==> config.mk <==
export PLATFORM = sky130hd
export DESIGN_NAME = timed_actuator_preset_control
export DESIGN_NICKNAME = d
export VERILOG_FILES = /design/src/rtl/tacp_pkg.sv /design/src/rtl/tacp_goto.sv /design/src/rtl/timed_actuator_preset_control.sv
export VERILOG_INCLUDE_DIRS = /design/src /design/src/rtl
export SDC_FILE = /design/constraint.sdc
export NUM_CORES = 2
export LEC_CHECK = 0
export ABC_AREA = 1
export BUFFER_PORTS_ARGS = -buffer_cell sky130_fd_sc_hd__buf_2
export CORE_ASPECT_RATIO = 2
export CORE_MARGIN = 1
export CORE_UTILIZATION = 55
export DETAILED_ROUTE_END_ITERATION = 10
export PLACE_DENSITY = 0.74
export SYNTH_ARGS = -nofsm -noshare
export SYNTH_HDL_FRONTEND = slang
export SYNTH_SLANG_ARGS = --single-unit
==> constraint.sdc <==
create_clock -name clk -period 25.3 [get_ports clk]
set_input_delay 0 -clock clk [delete_from_list [all_inputs] [get_ports clk]]
set_output_delay 0 -clock clk [all_outputs]
set_load 0.01 [all_outputs]
==> src/rtl/timed_actuator_preset_control_macros.svh <==
`ifndef TIMED_ACTUATOR_PRESET_CONTROL_MACROS_SVH
`define TIMED_ACTUATOR_PRESET_CONTROL_MACROS_SVH

// Check that cons holds in the same cycle as ante; off while rst is high.
`define TACP_ASSERT_NOW(lbl, ante, cons, msg) \
  lbl: assert property (@(posedge clk) disable iff (rst) (ante) |-> (cons)) \
    else $error(msg);

// Check that cons holds in the cycle after ante; off while rst is high.
`define TACP_ASSERT_NEXT(lbl, ante, cons, msg) \
  lbl: assert property (@(posedge clk) disable iff (rst) (ante) |=> (cons)) \
    else $error(msg);

`endif

==> src/rtl/tacp_pkg.sv <==
`timescale 1ns / 1ps

package tacp_pkg;

  // Field and state widths
  localparam int POS_W      = 16;
  localparam int TIME_W     = 32;
  localparam int GAP_W      = 8;
  localparam int TOL_W      = 8;
  localparam int OVR_W      = 10;
  localparam int EVT_W      = 3;
  localparam int SEL_W      = 2;
  localparam int CFG_IDX_W  = 2;
  localparam int CFG_DATA_W = 10;
  localparam int IN_W       = 48;
  localparam int OUT_W      = 24;

  localparam logic [POS_W-1:0] POS_MAX      = '1;
  localparam logic [POS_W-1:0] FEET_DEFAULT = POS_W'(9999);
  localparam logic [POS_W-1:0] FLAT_DEFAULT = POS_W'(10000);

  // Register reset values
  localparam logic             MEASURING_RST = 1'b0;
  localparam logic [TOL_W-1:0] TOLERANCE_RST = TOL_W'(20);
  localparam logic [OVR_W-1:0] OVERRUN_RST   = OVR_W'(250);
  localparam logic [GAP_W-1:0] GAP_RST       = GAP_W'(50);

  typedef enum logic [1:0] {
    DIR_STOP = 2'd0,
    DIR_UP   = 2'd1,
    DIR_DOWN = 2'd2
  } dir_t;

  typedef enum logic [EVT_W-1:0] {
    EV_NONE    = 3'd0,
    EV_PRESSED = 3'd1,
    EV_SINGLE  = 3'd2,
    EV_DOUBLE  = 3'd3,
    EV_LONG    = 3'd4
  } event_t;

  typedef enum logic [SEL_W-1:0] {
    GOTO_NONE    = 2'd0,
    GOTO_UPRIGHT = 2'd1,
    GOTO_FEET    = 2'd2,
    GOTO_FLAT    = 2'd3
  } goto_t;

  typedef enum logic [SEL_W-1:0] {
    PRE_NONE      = 2'd0,
    PRE_SAVE_FEET = 2'd1,
    PRE_SAVE_FLAT = 2'd2,
    PRE_LOAD      = 2'd3
  } preset_t;

  typedef enum logic [CFG_IDX_W-1:0] {
    CFG_MEASURING = 2'd0,
    CFG_TOLERANCE = 2'd1,
    CFG_OVERRUN   = 2'd2,
    CFG_GAP       = 2'd3
  } cfg_idx_t;

  // Motion state of the actuator
  typedef struct packed {
    dir_t              dir;
    logic [POS_W-1:0]  base;
    logic [TIME_W-1:0] move_start;
    logic [TIME_W-1:0] stop_time;
    logic              armed;
    logic [GAP_W-1:0]  gap;
  } motion_t;

  // Settings the target unit needs
  typedef struct packed {
    logic [TOL_W-1:0] tol;
    logic [OVR_W-1:0] overrun;
    logic [GAP_W-1:0] rgap;
  } goto_cfg_t;

  // Input item layout, lowest field last
  typedef struct packed {
    logic [5:0]       pad;
    logic [POS_W-1:0] flat_value;
    logic [POS_W-1:0] feet_value;
    logic [SEL_W-1:0] preset_request;
    logic [SEL_W-1:0] goto_request;
    logic [EVT_W-1:0] down_event;
    logic [EVT_W-1:0] up_event;
  } in_item_t;

  // Result item layout, lowest field last
  typedef struct packed {
    logic [2:0]       pad;
    logic             did_work;
    dir_t             direction;
    logic [POS_W-1:0] position;
    logic             down_relay;
    logic             up_relay;
  } out_item_t;

  // Zero stays zero; above flat pins to flat unless measuring
  function automatic logic [POS_W-1:0] clamp_pos(input logic [POS_W-1:0] raw,
                                                 input logic [POS_W-1:0] flat,
                                                 input logic measuring);
    logic [POS_W-1:0] r;
    r = raw;
    if (raw != '0 && raw > flat && !measuring) r = flat;
    return r;
  endfunction

endpackage

==> src/rtl/tacp_goto.sv <==
`timescale 1ns / 1ps

module tacp_goto (
  input  tacp_pkg::motion_t             m_in,
  input  logic [tacp_pkg::POS_W-1:0]    cur,
  input  logic [tacp_pkg::POS_W-1:0]    target,
  input  logic [tacp_pkg::POS_W-1:0]    flat,
  input  logic [tacp_pkg::TIME_W-1:0]   tick,
  input  tacp_pkg::goto_cfg_t           cfg,
  input  logic                          enable,
  output tacp_pkg::motion_t             m_out,
  output logic                          restarted
);
  import tacp_pkg::*;

  logic [POS_W:0]    cur_x;
  logic [POS_W:0]    tgt_x;
  logic [POS_W:0]    tol_x;
  logic              above;
  logic              below;
  logic              at_end;
  logic [POS_W-1:0]  travel;
  logic [POS_W:0]    dist_full;
  logic [TIME_W-1:0] from;
  motion_t           m_dir;

  // Compare target with the tolerance window around the position
  always_comb begin
    cur_x     = {1'b0, cur};
    tgt_x     = {1'b0, target};
    tol_x     = (POS_W+1)'(cfg.tol);
    above     = tgt_x > cur_x + tol_x;
    below     = tgt_x + tol_x < cur_x;
    at_end    = (target == '0) || (target == flat);
    travel    = above ? target - cur : cur - target;
    dist_full = {1'b0, travel} + (at_end ? (POS_W+1)'(cfg.overrun) : '0);
  end

  // Start, reverse or keep the motion toward the target
  always_comb begin
    m_dir     = m_in;
    restarted = 1'b0;
    if (above) begin
      if (m_in.dir == DIR_UP) begin
        m_dir.base       = cur;
        m_dir.dir        = DIR_DOWN;
        m_dir.gap        = cfg.rgap;
        m_dir.move_start = tick + TIME_W'(cfg.rgap);
        restarted        = enable;
      end else if (m_in.dir == DIR_STOP) begin
        m_dir.dir        = DIR_DOWN;
        m_dir.gap        = '0;
        m_dir.move_start = tick;
        restarted        = enable;
      end
    end else begin
      if (m_in.dir == DIR_DOWN) begin
        m_dir.base       = cur;
        m_dir.dir        = DIR_UP;
        m_dir.gap        = cfg.rgap;
        m_dir.move_start = tick + TIME_W'(cfg.rgap);
        restarted        = enable;
      end else if (m_in.dir == DIR_STOP) begin
        m_dir.dir        = DIR_UP;
        m_dir.gap        = '0;
        m_dir.move_start = tick;
        restarted        = enable;
      end
    end
    if (!(above || below)) restarted = 1'b0;
  end

  // Arm the off time, counted from the end of any dead time
  always_comb begin
    from  = (m_dir.gap != '0) ? m_dir.move_start : tick;
    m_out = m_in;
    if (enable && (above || below)) begin
      m_out           = m_dir;
      m_out.stop_time = from + TIME_W'(dist_full);
      m_out.armed     = 1'b1;
    end
  end

endmodule

==> src/rtl/timed_actuator_preset_control.sv <==
`timescale 1ns / 1ps
`include "timed_actuator_preset_control_macros.svh"
// Timed actuator with presets: one input transaction is one millisecond tick.
// s_axis carries the button events, goto and preset requests and load values;
// m_axis returns one result per tick: relay drives, estimated position,
// direction and a flag that a button event was handled.
// cfg_wen/cfg_index/cfg_wdata write the four settings; write only while idle.
// A transaction passes through the input register and then the result register
// before it shows on m_axis. Throughput: one tick per cycle while m_axis is not
// stalled, set by the single pass of the tick logic between the two registers.
// The input register takes a new tick while a result waits on m_axis; when the
// receiver stalls, the result register holds and the input register fills,
// then s_axis_tready drops until the result is taken.
// Reset (rst, synchronous) stops motion, clears the tick counter and off time,
// restores presets 9999/10000 and the default settings, and empties both
// registers.

module timed_actuator_preset_control (
  input  logic                             clk,
  input  logic                             rst,
  input  logic                             s_axis_tvalid,
  output logic                             s_axis_tready,
  // up_event[2:0], down_event[5:3], goto_request[7:6], preset_request[9:8],
  // feet_value[25:10], flat_value[41:26], zero[47:42]
  input  logic [tacp_pkg::IN_W-1:0]        s_axis_tdata,
  output logic                             m_axis_tvalid,
  input  logic                             m_axis_tready,
  // up_relay[0], down_relay[1], position[17:2], direction[19:18],
  // did_work[20], zero[23:21]
  output logic [tacp_pkg::OUT_W-1:0]       m_axis_tdata,
  input  logic                             cfg_wen,
  input  logic [tacp_pkg::CFG_IDX_W-1:0]   cfg_index,
  input  logic [tacp_pkg::CFG_DATA_W-1:0]  cfg_wdata
);
  import tacp_pkg::*;

  // Settings
  logic             measuring_mode;
  logic [TOL_W-1:0] target_tolerance;
  logic [OVR_W-1:0] end_overrun;
  logic [GAP_W-1:0] reversal_gap;
  goto_cfg_t        gcfg;

  // Stages
  logic      in_v;
  in_item_t  in_q;
  logic      out_v;
  out_item_t out_q;
  out_item_t out_next;
  logic      fire;

  // Tick state
  logic [TIME_W-1:0] tick;
  logic [TIME_W-1:0] tick_next;
  motion_t           motion;
  motion_t           motion_next;
  logic [POS_W-1:0]  feet_preset;
  logic [POS_W-1:0]  feet_preset_next;
  logic [POS_W-1:0]  flat_preset;
  logic [POS_W-1:0]  flat_preset_next;

  // Tick logic
  logic [TIME_W-1:0] elapsed_full;
  logic [TIME_W-1:0] stop_diff;
  logic [POS_W-1:0]  elapsed;
  logic [POS_W:0]    down_sum;
  logic [POS_W-1:0]  raw0;
  logic [POS_W-1:0]  est0;
  logic              expired;
  logic              any_ev;
  logic              in_span;
  logic              do_stop;
  logic [POS_W:0]    feet_lo;
  logic [POS_W:0]    feet_hi;
  motion_t           m1;
  motion_t           m2a;
  motion_t           m2;
  motion_t           m4;
  logic              fresh1;
  logic              fresh2a;
  logic              fresh2;
  logic              fresh4;
  logic              goto2_en;
  logic [POS_W-1:0]  goto2_tgt;
  logic              restart2;
  logic [POS_W-1:0]  raw3;
  logic [POS_W-1:0]  cur3;
  logic              goto4_en;
  logic [POS_W-1:0]  goto4_tgt;
  logic              restart4;
  logic [POS_W-1:0]  raw5;

  assign gcfg.tol     = target_tolerance;
  assign gcfg.overrun = end_overrun;
  assign gcfg.rgap    = reversal_gap;

  // Handshake: process when the result register is free or draining
  assign fire          = in_v && (!out_v || m_axis_tready);
  assign s_axis_tready = !in_v || fire;
  assign m_axis_tvalid = out_v;
  assign m_axis_tdata  = out_q;

  // Write settings
  always_ff @(posedge clk) begin
    if (rst) begin
      measuring_mode   <= MEASURING_RST;
      target_tolerance <= TOLERANCE_RST;
      end_overrun      <= OVERRUN_RST;
      reversal_gap     <= GAP_RST;
    end else if (cfg_wen) begin
      unique case (cfg_idx_t'(cfg_index))
        CFG_MEASURING: measuring_mode   <= cfg_wdata[0];
        CFG_TOLERANCE: target_tolerance <= cfg_wdata[TOL_W-1:0];
        CFG_OVERRUN:   end_overrun      <= cfg_wdata[OVR_W-1:0];
        CFG_GAP:       reversal_gap     <= cfg_wdata[GAP_W-1:0];
      endcase
    end
  end

  // Dead-reckoning estimate from the stored state; off-time check
  always_comb begin
    elapsed_full = tick - motion.move_start;
    if (motion.gap != '0) begin
      elapsed = '0;
    end else if (elapsed_full > TIME_W'(POS_MAX)) begin
      elapsed = POS_MAX;
    end else begin
      elapsed = elapsed_full[POS_W-1:0];
    end
    down_sum = {1'b0, motion.base} + {1'b0, elapsed};
    if (motion.dir == DIR_UP) begin
      raw0 = (elapsed >= motion.base) ? '0 : motion.base - elapsed;
    end else if (motion.dir == DIR_DOWN) begin
      raw0 = down_sum[POS_W] ? POS_MAX : down_sum[POS_W-1:0];
    end else begin
      raw0 = motion.base;
    end
    est0      = clamp_pos(raw0, flat_preset, measuring_mode);
    stop_diff = tick - motion.stop_time;
    expired   = motion.armed && !stop_diff[TIME_W-1];
  end

  // Stop at the off time, then handle the buttons
  always_comb begin
    m1     = motion;
    fresh1 = 1'b0;
    if (expired) begin
      m1.base  = est0;
      m1.dir   = DIR_STOP;
      m1.armed = 1'b0;
      m1.gap   = '0;
      fresh1   = 1'b1;
    end

    any_ev    = (in_q.up_event != EV_NONE) || (in_q.down_event != EV_NONE);
    in_span   = (est0 != '0) && (est0 < flat_preset);
    feet_lo   = {1'b0, est0} + (POS_W+1)'(target_tolerance);
    feet_hi   = {1'b0, feet_preset} + (POS_W+1)'(target_tolerance);
    m2a       = m1;
    fresh2a   = fresh1;
    goto2_en  = 1'b0;
    goto2_tgt = '0;
    do_stop   = 1'b0;

    if (any_ev) begin
      if (m1.dir == DIR_STOP) begin
        if (in_q.down_event == EV_PRESSED) begin
          m2a.dir        = DIR_DOWN;
          m2a.gap        = '0;
          m2a.move_start = tick;
          fresh2a        = 1'b1;
        end else if (in_q.up_event == EV_PRESSED) begin
          m2a.dir        = DIR_UP;
          m2a.gap        = '0;
          m2a.move_start = tick;
          fresh2a        = 1'b1;
        end
      end else if (!in_span) begin
        do_stop = 1'b1;
      end else if (in_q.down_event == EV_PRESSED || in_q.up_event == EV_PRESSED) begin
        do_stop = 1'b1;
      end else if (in_q.down_event == EV_SINGLE || in_q.up_event == EV_SINGLE) begin
        goto2_en = 1'b1;
        if (m1.dir == DIR_UP) begin
          goto2_tgt = (feet_lo < {1'b0, feet_preset}) ? '0 : feet_preset;
        end else begin
          goto2_tgt = ({1'b0, est0} < feet_hi) ? feet_preset : flat_preset;
        end
      end else if (in_q.down_event == EV_DOUBLE || in_q.up_event == EV_DOUBLE) begin
        goto2_en  = 1'b1;
        goto2_tgt = (m1.dir == DIR_UP) ? '0 : flat_preset;
      end else if (in_q.down_event == EV_LONG || in_q.up_event == EV_LONG) begin
        do_stop = 1'b1;
      end
    end

    if (do_stop) begin
      m2a.base  = est0;
      m2a.dir   = DIR_STOP;
      m2a.armed = 1'b0;
      m2a.gap   = '0;
      fresh2a   = 1'b1;
    end
  end

  tacp_goto u_goto_button (
    .m_in      (m2a),
    .cur       (est0),
    .target    (goto2_tgt),
    .flat      (flat_preset),
    .tick      (tick),
    .cfg       (gcfg),
    .enable    (goto2_en),
    .m_out     (m2),
    .restarted (restart2)
  );

  // Save or load presets, then pick the requested target
  always_comb begin
    fresh2           = fresh2a || restart2;
    feet_preset_next = feet_preset;
    flat_preset_next = flat_preset;
    case (preset_t'(in_q.preset_request))
      PRE_SAVE_FEET: feet_preset_next = m2.base;
      PRE_SAVE_FLAT: flat_preset_next = m2.base;
      PRE_LOAD: begin
        if (in_q.feet_value != '0 && in_q.flat_value != '0) begin
          feet_preset_next = in_q.feet_value;
          flat_preset_next = in_q.flat_value;
        end else begin
          feet_preset_next = FEET_DEFAULT;
          flat_preset_next = FLAT_DEFAULT;
        end
      end
      default: ;
    endcase

    raw3     = fresh2 ? m2.base : raw0;
    cur3     = clamp_pos(raw3, flat_preset_next, measuring_mode);
    goto4_en = goto_t'(in_q.goto_request) != GOTO_NONE;
    case (goto_t'(in_q.goto_request))
      GOTO_FEET: goto4_tgt = feet_preset_next;
      GOTO_FLAT: goto4_tgt = flat_preset_next;
      default:   goto4_tgt = '0;
    endcase
  end

  tacp_goto u_goto_request (
    .m_in      (m2),
    .cur       (cur3),
    .target    (goto4_tgt),
    .flat      (flat_preset_next),
    .tick      (tick),
    .cfg       (gcfg),
    .enable    (goto4_en),
    .m_out     (m4),
    .restarted (restart4)
  );

  // Build the result and the state for the next tick
  always_comb begin
    fresh4              = fresh2 || restart4;
    raw5                = fresh4 ? m4.base : raw0;
    out_next.pad        = '0;
    out_next.did_work   = any_ev;
    out_next.direction  = m4.dir;
    out_next.position   = clamp_pos(raw5, flat_preset_next, measuring_mode);
    out_next.down_relay = (m4.dir == DIR_DOWN) && (m4.gap == '0);
    out_next.up_relay   = (m4.dir == DIR_UP) && (m4.gap == '0);

    motion_next     = m4;
    motion_next.gap = (m4.gap != '0) ? m4.gap - 1'b1 : '0;
    tick_next       = tick + 1'b1;
  end

  // Input register
  always_ff @(posedge clk) begin
    if (rst) begin
      in_v <= 1'b0;
    end else if (s_axis_tvalid && s_axis_tready) begin
      in_v <= 1'b1;
    end else if (fire) begin
      in_v <= 1'b0;
    end
  end

  always_ff @(posedge clk) begin
    if (s_axis_tvalid && s_axis_tready) in_q <= in_item_t'(s_axis_tdata);
  end

  // Result register
  always_ff @(posedge clk) begin
    if (rst) begin
      out_v <= 1'b0;
    end else if (fire) begin
      out_v <= 1'b1;
    end else if (m_axis_tready) begin
      out_v <= 1'b0;
    end
  end

  always_ff @(posedge clk) begin
    if (fire) out_q <= out_next;
  end

  // Advance the tick state
  always_ff @(posedge clk) begin
    if (rst) begin
      tick              <= '0;
      motion.dir        <= DIR_STOP;
      motion.base       <= '0;
      motion.move_start <= '0;
      motion.stop_time  <= '0;
      motion.armed      <= 1'b0;
      motion.gap        <= '0;
      feet_preset       <= FEET_DEFAULT;
      flat_preset       <= FLAT_DEFAULT;
    end else if (fire) begin
      tick        <= tick_next;
      motion      <= motion_next;
      feet_preset <= feet_preset_next;
      flat_preset <= flat_preset_next;
    end
  end

  `TACP_ASSERT_NOW(a_gap_needs_motion, motion.gap != '0, motion.dir != DIR_STOP, "dead time while stopped")
  `TACP_ASSERT_NEXT(a_tick_per_item, fire, tick == TIME_W'($past(tick) + 1'b1), "tick did not advance by one")
  `TACP_ASSERT_NEXT(a_input_held, in_v && !fire, in_v && $stable(in_q), "pending tick lost or overwritten")
  `TACP_ASSERT_NOW(a_relay_matches_dir, out_v && out_q.up_relay, out_q.direction == DIR_UP && !out_q.down_relay, "up relay without up motion")

endmodule

==> impl_metrics.py, run 1 <==
metrics = {
    "clock_tree": {
        "cts_setup_buffers": 0,
        "cts_root_buf": "clkbuf_16",
        "clock_sinks": 247,
        "clockBufferDepth": 3,
        "cts_made_buffers": 29,
        "cts_max_level": 1,
    },
    "outcome": {
        "stop_stage": "global routing",
        "status": "stopped before the end",
        "error": "[ERROR GRT-0116] Global routing finished with congestion. Check the congestion regions in the DRC Viewer.",
    },
    "floorplan": {
        "die-height_um": 364.1,
        "die_x_um": 183.0,
        "num_rows": 132,
        "io_pins": 91,
        "initial_utilization_pct": 55.69,
    },
    "synthesis": {
        "ys_seq_elements": 247,
        "yosysTopAreaCellShare_pct": 15.71,
        "syn-cell-area_sq_mm": 0.03605,
        "synth_edf_count": 63,
        "synth.avg_cell_area_sq_um": 6.140,
        "yosysSeqAreaShare_pct": 15.46,
        "yosys.area.top_type": "nand2_1",
        "synthArstFlopShare_pct": 0,
        "ys_types": 65,
        "yosysWarnings": 0,
        "synthFlopType": "dfxtp_1",
        "synth.area.top_cells": "nand2_1, ha_1, dfxtp_1",
        "syn_inst": 5872,
    },
    "grt": {
        "grt_pass1_vias": 47110,
        "grt_max_degree": 95,
        "grt_overflow": 197,
        "grt_pass1_wl_mm": 311.5,
        "track_usage_pct": 62.52,
    },
    "placement": {
        "dp_hpwl_mm": 145.0,
        "dp_cells": 7294,
        "portBuffers": 81,
        "gp_congestion": 1.199,
    },
}
==> logic make-up after synthesis <==
logic type | after synthesis | share of synthesized area [%]
AO/OA/AOI/OAI | 1461 | 22.49
XOR/XNOR | 234 | 5.685
adder cells (fa/ha/maj) | 429 | 15.24
buffers and inverters | 1035 | 11.83
flip-flops | 247 | 15.46
multiplexers | 3 | 0.08329
other | 1 | 0.01040
AND/OR/NAND/NOR | 2462 | 29.19
==> synthesized netlist by cell type (63+ instances only) <==
master and n:
xor2_1 183, nor3_1 73, inv_1 760, ha_1 412, nor2_1 320, a21oi_1 500, clkbuf_1 147, edfxtp_1 63
o21ai_0 621, nand2_1 1509, dfxtp_1 184, nand3_1 307, nand4_1 76, nand2_2 79, o211ai_1 66
==> timing repair <==
item,CTS
endpoints found under the hold margin,98
resized for setup,6
hold buffers,66
gates cloned,0
endpoints found under the setup margin,15
==> layer usage <==
metal	GRT overflow	global-route usage [%]
met3	1	31.18
met2	111	90.90
met5	0	1.185
met1	1	60.45
met4	84	70.57
==> metrics by stage <==
stage          setup slack, ps  setup TNS (ps)  hold WS [ps]  cell area [sq um]  util [%]
2_1_floorplan            589.0               0         98.87              36060         -
3_3_place_gp             359.2               0         176.8              41750     64.48
3_5_place_dp            -236.7           -2072         178.4              41750     64.48
4_1_cts                  28.65               0         57.97              43360     66.97
==> run 2: changes to the inputs <==
--- a/config.mk
+++ b/config.mk
@@ -8,11 +8,10 @@
 export LEC_CHECK = 0
 export ABC_AREA = 1
 export BUFFER_PORTS_ARGS = -buffer_cell sky130_fd_sc_hd__buf_2
-export CORE_ASPECT_RATIO = 2
 export CORE_MARGIN = 1
-export CORE_UTILIZATION = 55
+export CORE_UTILIZATION = 40
 export DETAILED_ROUTE_END_ITERATION = 10
-export PLACE_DENSITY = 0.74
+export PLACE_DENSITY_LB_ADDON = 0.15
 export SYNTH_ARGS = -nofsm -noshare
 export SYNTH_HDL_FRONTEND = slang
 export SYNTH_SLANG_ARGS = --single-unit
==> constraint.sdc (replaced) <==
create_clock -name clk -period 32.9 [get_ports clk]
set_input_delay 0 -clock clk [delete_from_list [all_inputs] [get_ports clk]]
set_output_delay 0 -clock clk [all_outputs]
set_load 0.01 [all_outputs]
==> run 2 against run 1 <==
Net effect:
- the flow now finishes without violations
- synthesized cell count is the same
- area after synthesis is the same
==> impl_metrics.py, run 2 <==
metrics = {
    "outcome": {
        "status": "completed",
    },
    "clock_tree": {
        "cts_tree": "built",
        "cts_root_buf": "clkbuf_16",
        "clockBufferDepth": 3,
        "cts_max_level": 2,
        "cts_made_buffers": 36,
        "clock_sinks": 247,
        "clkLatencyLatePin_ps": 600,
        "path_clk_slew_ps": 60,
    },
    "synthesis": {
        "muxShareOfSynthArea_pct": 0.08329,
        "synthArstFlopShare_pct": 0,
        "yosysTopAreaCellShare_pct": 15.71,
        "synth_edf_count": 63,
        "yosys.area.top_type": "nand2_1",
        "synthFlopType": "dfxtp_1",
        "synth.most_common_cell": "nand2_1",
        "synth_simple_gate_area_share_pct": 29.19,
        "synth.area.top_cells": "nand2_1, ha_1, dfxtp_1",
        "synth_top_family_by_area": "simple AND/OR/NAND/NOR gates",
        "synth_fa_ha_area_share_pct": 15.24,
        "synth.avg_cell_area_sq_um": 6.140,
        "ys_top_cells_by_count": "nand2_1, inv_1, o21ai_0, a21oi_1, ha_1",
        "syn_inst": 5872,
        "ys_seq_elements": 247,
        "ys_types": 65,
        "synth_compound_area_share_pct": 22.49,
        "syn-cell-area_sq_mm": 0.03605,
        "yosysSeqAreaShare_pct": 15.46,
        "synth-xor-area-share_pct": 5.685,
        "yosysWarnings": 0,
    },
    "placement": {
        "portBuffers": 81,
        "gp_congestion": 0.9951,
        "dp_hpwl_mm": 116.3,
    },
    "final_layout": {
        "final_cell_mix": "nand2_1, inv_1, o21ai_0",
        "area_delta_synth_final_pct": 8.554,
        "largest_reg_flops": 64,
        "fill_cells": 9627,
        "mostFrequentLayoutCell": "nand2_1",
        "nNetsFinal": 6386,
        "drive_gt1_share_pct": 6.876,
    },
    "floorplan": {
        "die_x_um": 302.2,
        "fp.dieArea_sq_mm": 0.09134,
        "io_pins": 91,
        "num_rows": 109,
        "initial_utilization_pct": 40.61,
        "core_sq_mm": 0.08878,
        "die-height_um": 302.2,
    },
    "critical_path": {
        "worst-path-stages": 180,
        "slowest_delay_ps": 480,
        "critPathArrivalTime_ps": 30290,
        "crit_path_end_kind": "register",
        "path_buf_inv": 24,
        "critical_path.startpoint_type": "register",
        "slowest_stage": "xor2_1",
        "ff2ff_setup_slack_ps": 3050,
        "crit_family": "compound AO/OA/AOI/OAI gates",
        "critical_path_class": "register to register",
        "ff2ff_path_depth": 180,
        "cp.required_ps": 33340,
        "critPathMostFrequentCell": "nand2_1",
        "crit_fanout": 49,
    },
    "grt": {
        "grt_max_degree": 90,
        "track_usage_pct": 32.10,
        "grt_overflow": 0,
        "grt_pass1_wl_mm": 222.7,
        "grt_antenna_before_repair": 3,
        "grt_pass1_vias": 35550,
    },
    "timing": {
        "slew_violations": 0,
        "hold_viol": 0,
        "slew_headroom_pct": 23.32,
        "tightest_slew_ps": 1146,
        "post-route-min-period_ps": 29850,
        "rsz0062_at_grt": "false",
        "worst_clock_skew_ps": 41.54,
        "setup_viol": 0,
        "tns_ps": 0,
        "finalCritPeriodShare_pct": 90.72,
        "max_freq_mhz": 33.50,
    },
    "min_path": {
        "whs_path_depth": 2,
        "hp-class": "input pin to register",
    },
    "routing": {
        "avgRoutedWirePerCell_um": 21.20,
        "ant_nets": 0,
        "drtIter0Drc": 4570,
        "vias_per_cell": 5.640,
        "drcViolationCount": 0,
        "routed_wl_mm": 150.2,
        "firstDrtPassIters": 6,
        "num_vias": 39960,
    },
    "flow_run": {
        "cap_violations": 0,
    },
}
[run 2: cell counts after synthesis]
No cell type changed its count.
[run 2: path summary, 6_finish.rpt]
| kind | start | end |
|---|---|---|
| min reg2reg | m1[58]$_SDFFE_PP0P_ | m1[58]$_SDFFE_PP0P_ |
| max reg2reg | tick[0]$_SDFFE_PP0P_ | m1[39]$_SDFFE_PP0P_ |
| min | s_axis_tdata[23] | in_q[23]$_DFFE_PP_ |
| max | tick[0]$_SDFFE_PP0P_ | m1[39]$_SDFFE_PP0P_ |
[run 2: routing by layer]
metal	GRT usage, %	share of wire [%]	wire length, um
met4	7.924	2.4	3551
met1	47.49	46	69510
met5	0	0.033	49
met2	47.98	42	62350
met3	5.013	9.8	14710
[run 2: layout make-up]
type                    count  area (sq um)  share of cell area (%)
clock buffers              48         996.0                   2.545
well taps                1165          1458                   3.724
flip-flops and latches    247          5575                   14.25
diodes                      1         2.502                0.006394
multi-input cells        4592         26280                   67.15
clock inverters            17         224.0                  0.5723
inverters                 795          2989                   7.637
repair buffers            220          1612                   4.118
[run 2: what timing repair did]
action                                  in CTS  in global routing
hold endpoints to repair                   100                  0
gates resized for setup                      0                  4
endpoints found under the setup margin       0                 17
hold buffers                                64                  0
setup buffers                                0                  2
[run 2: worst register-to-register path: cells and delay by family, from the launching register on]
family	cells	cell delay (ps)
AO/OA/AOI/OAI	57	10150
AND/OR/NAND/NOR	81	9670
adder cells (fa/ha/maj)	13	4190
buffers and inverters	24	4090
XOR/XNOR	5	1250
flip-flops	1	380
[run 2: stage by stage]
stage                     instance area (sq um)  utilization (%)  setup slack, ps  cells  hold slack [ps]
after floorplan                           36060                -             8189   5874            98.87
after global placement                    37250            41.96             2874   6953            178.2
after detailed placement                  37250            41.96             2666   6953            178.2
after CTS                                 39110            44.05             2615   7082            80.18
after global routing                      39140            44.08            55.11   7084            118.2
final                                     39140            44.08             3052   7085            117.1
[run 2: cell families (layout without fill, tap and decap cells)]
kind of cell,after synthesis,in the layout
XOR/XNOR,234,234
AO/OA/AOI/OAI,1461,1461
multiplexers,3,3
AND/OR/NAND/NOR,2462,2462
buffers and inverters,1035,1080
flip-flops,247,247
adder cells (fa/ha/maj),429,429
other,1,4
Power of run 2 is not shown: default switching activity piles up to over one toggle a cycle in this logic, so the estimate is an artifact.
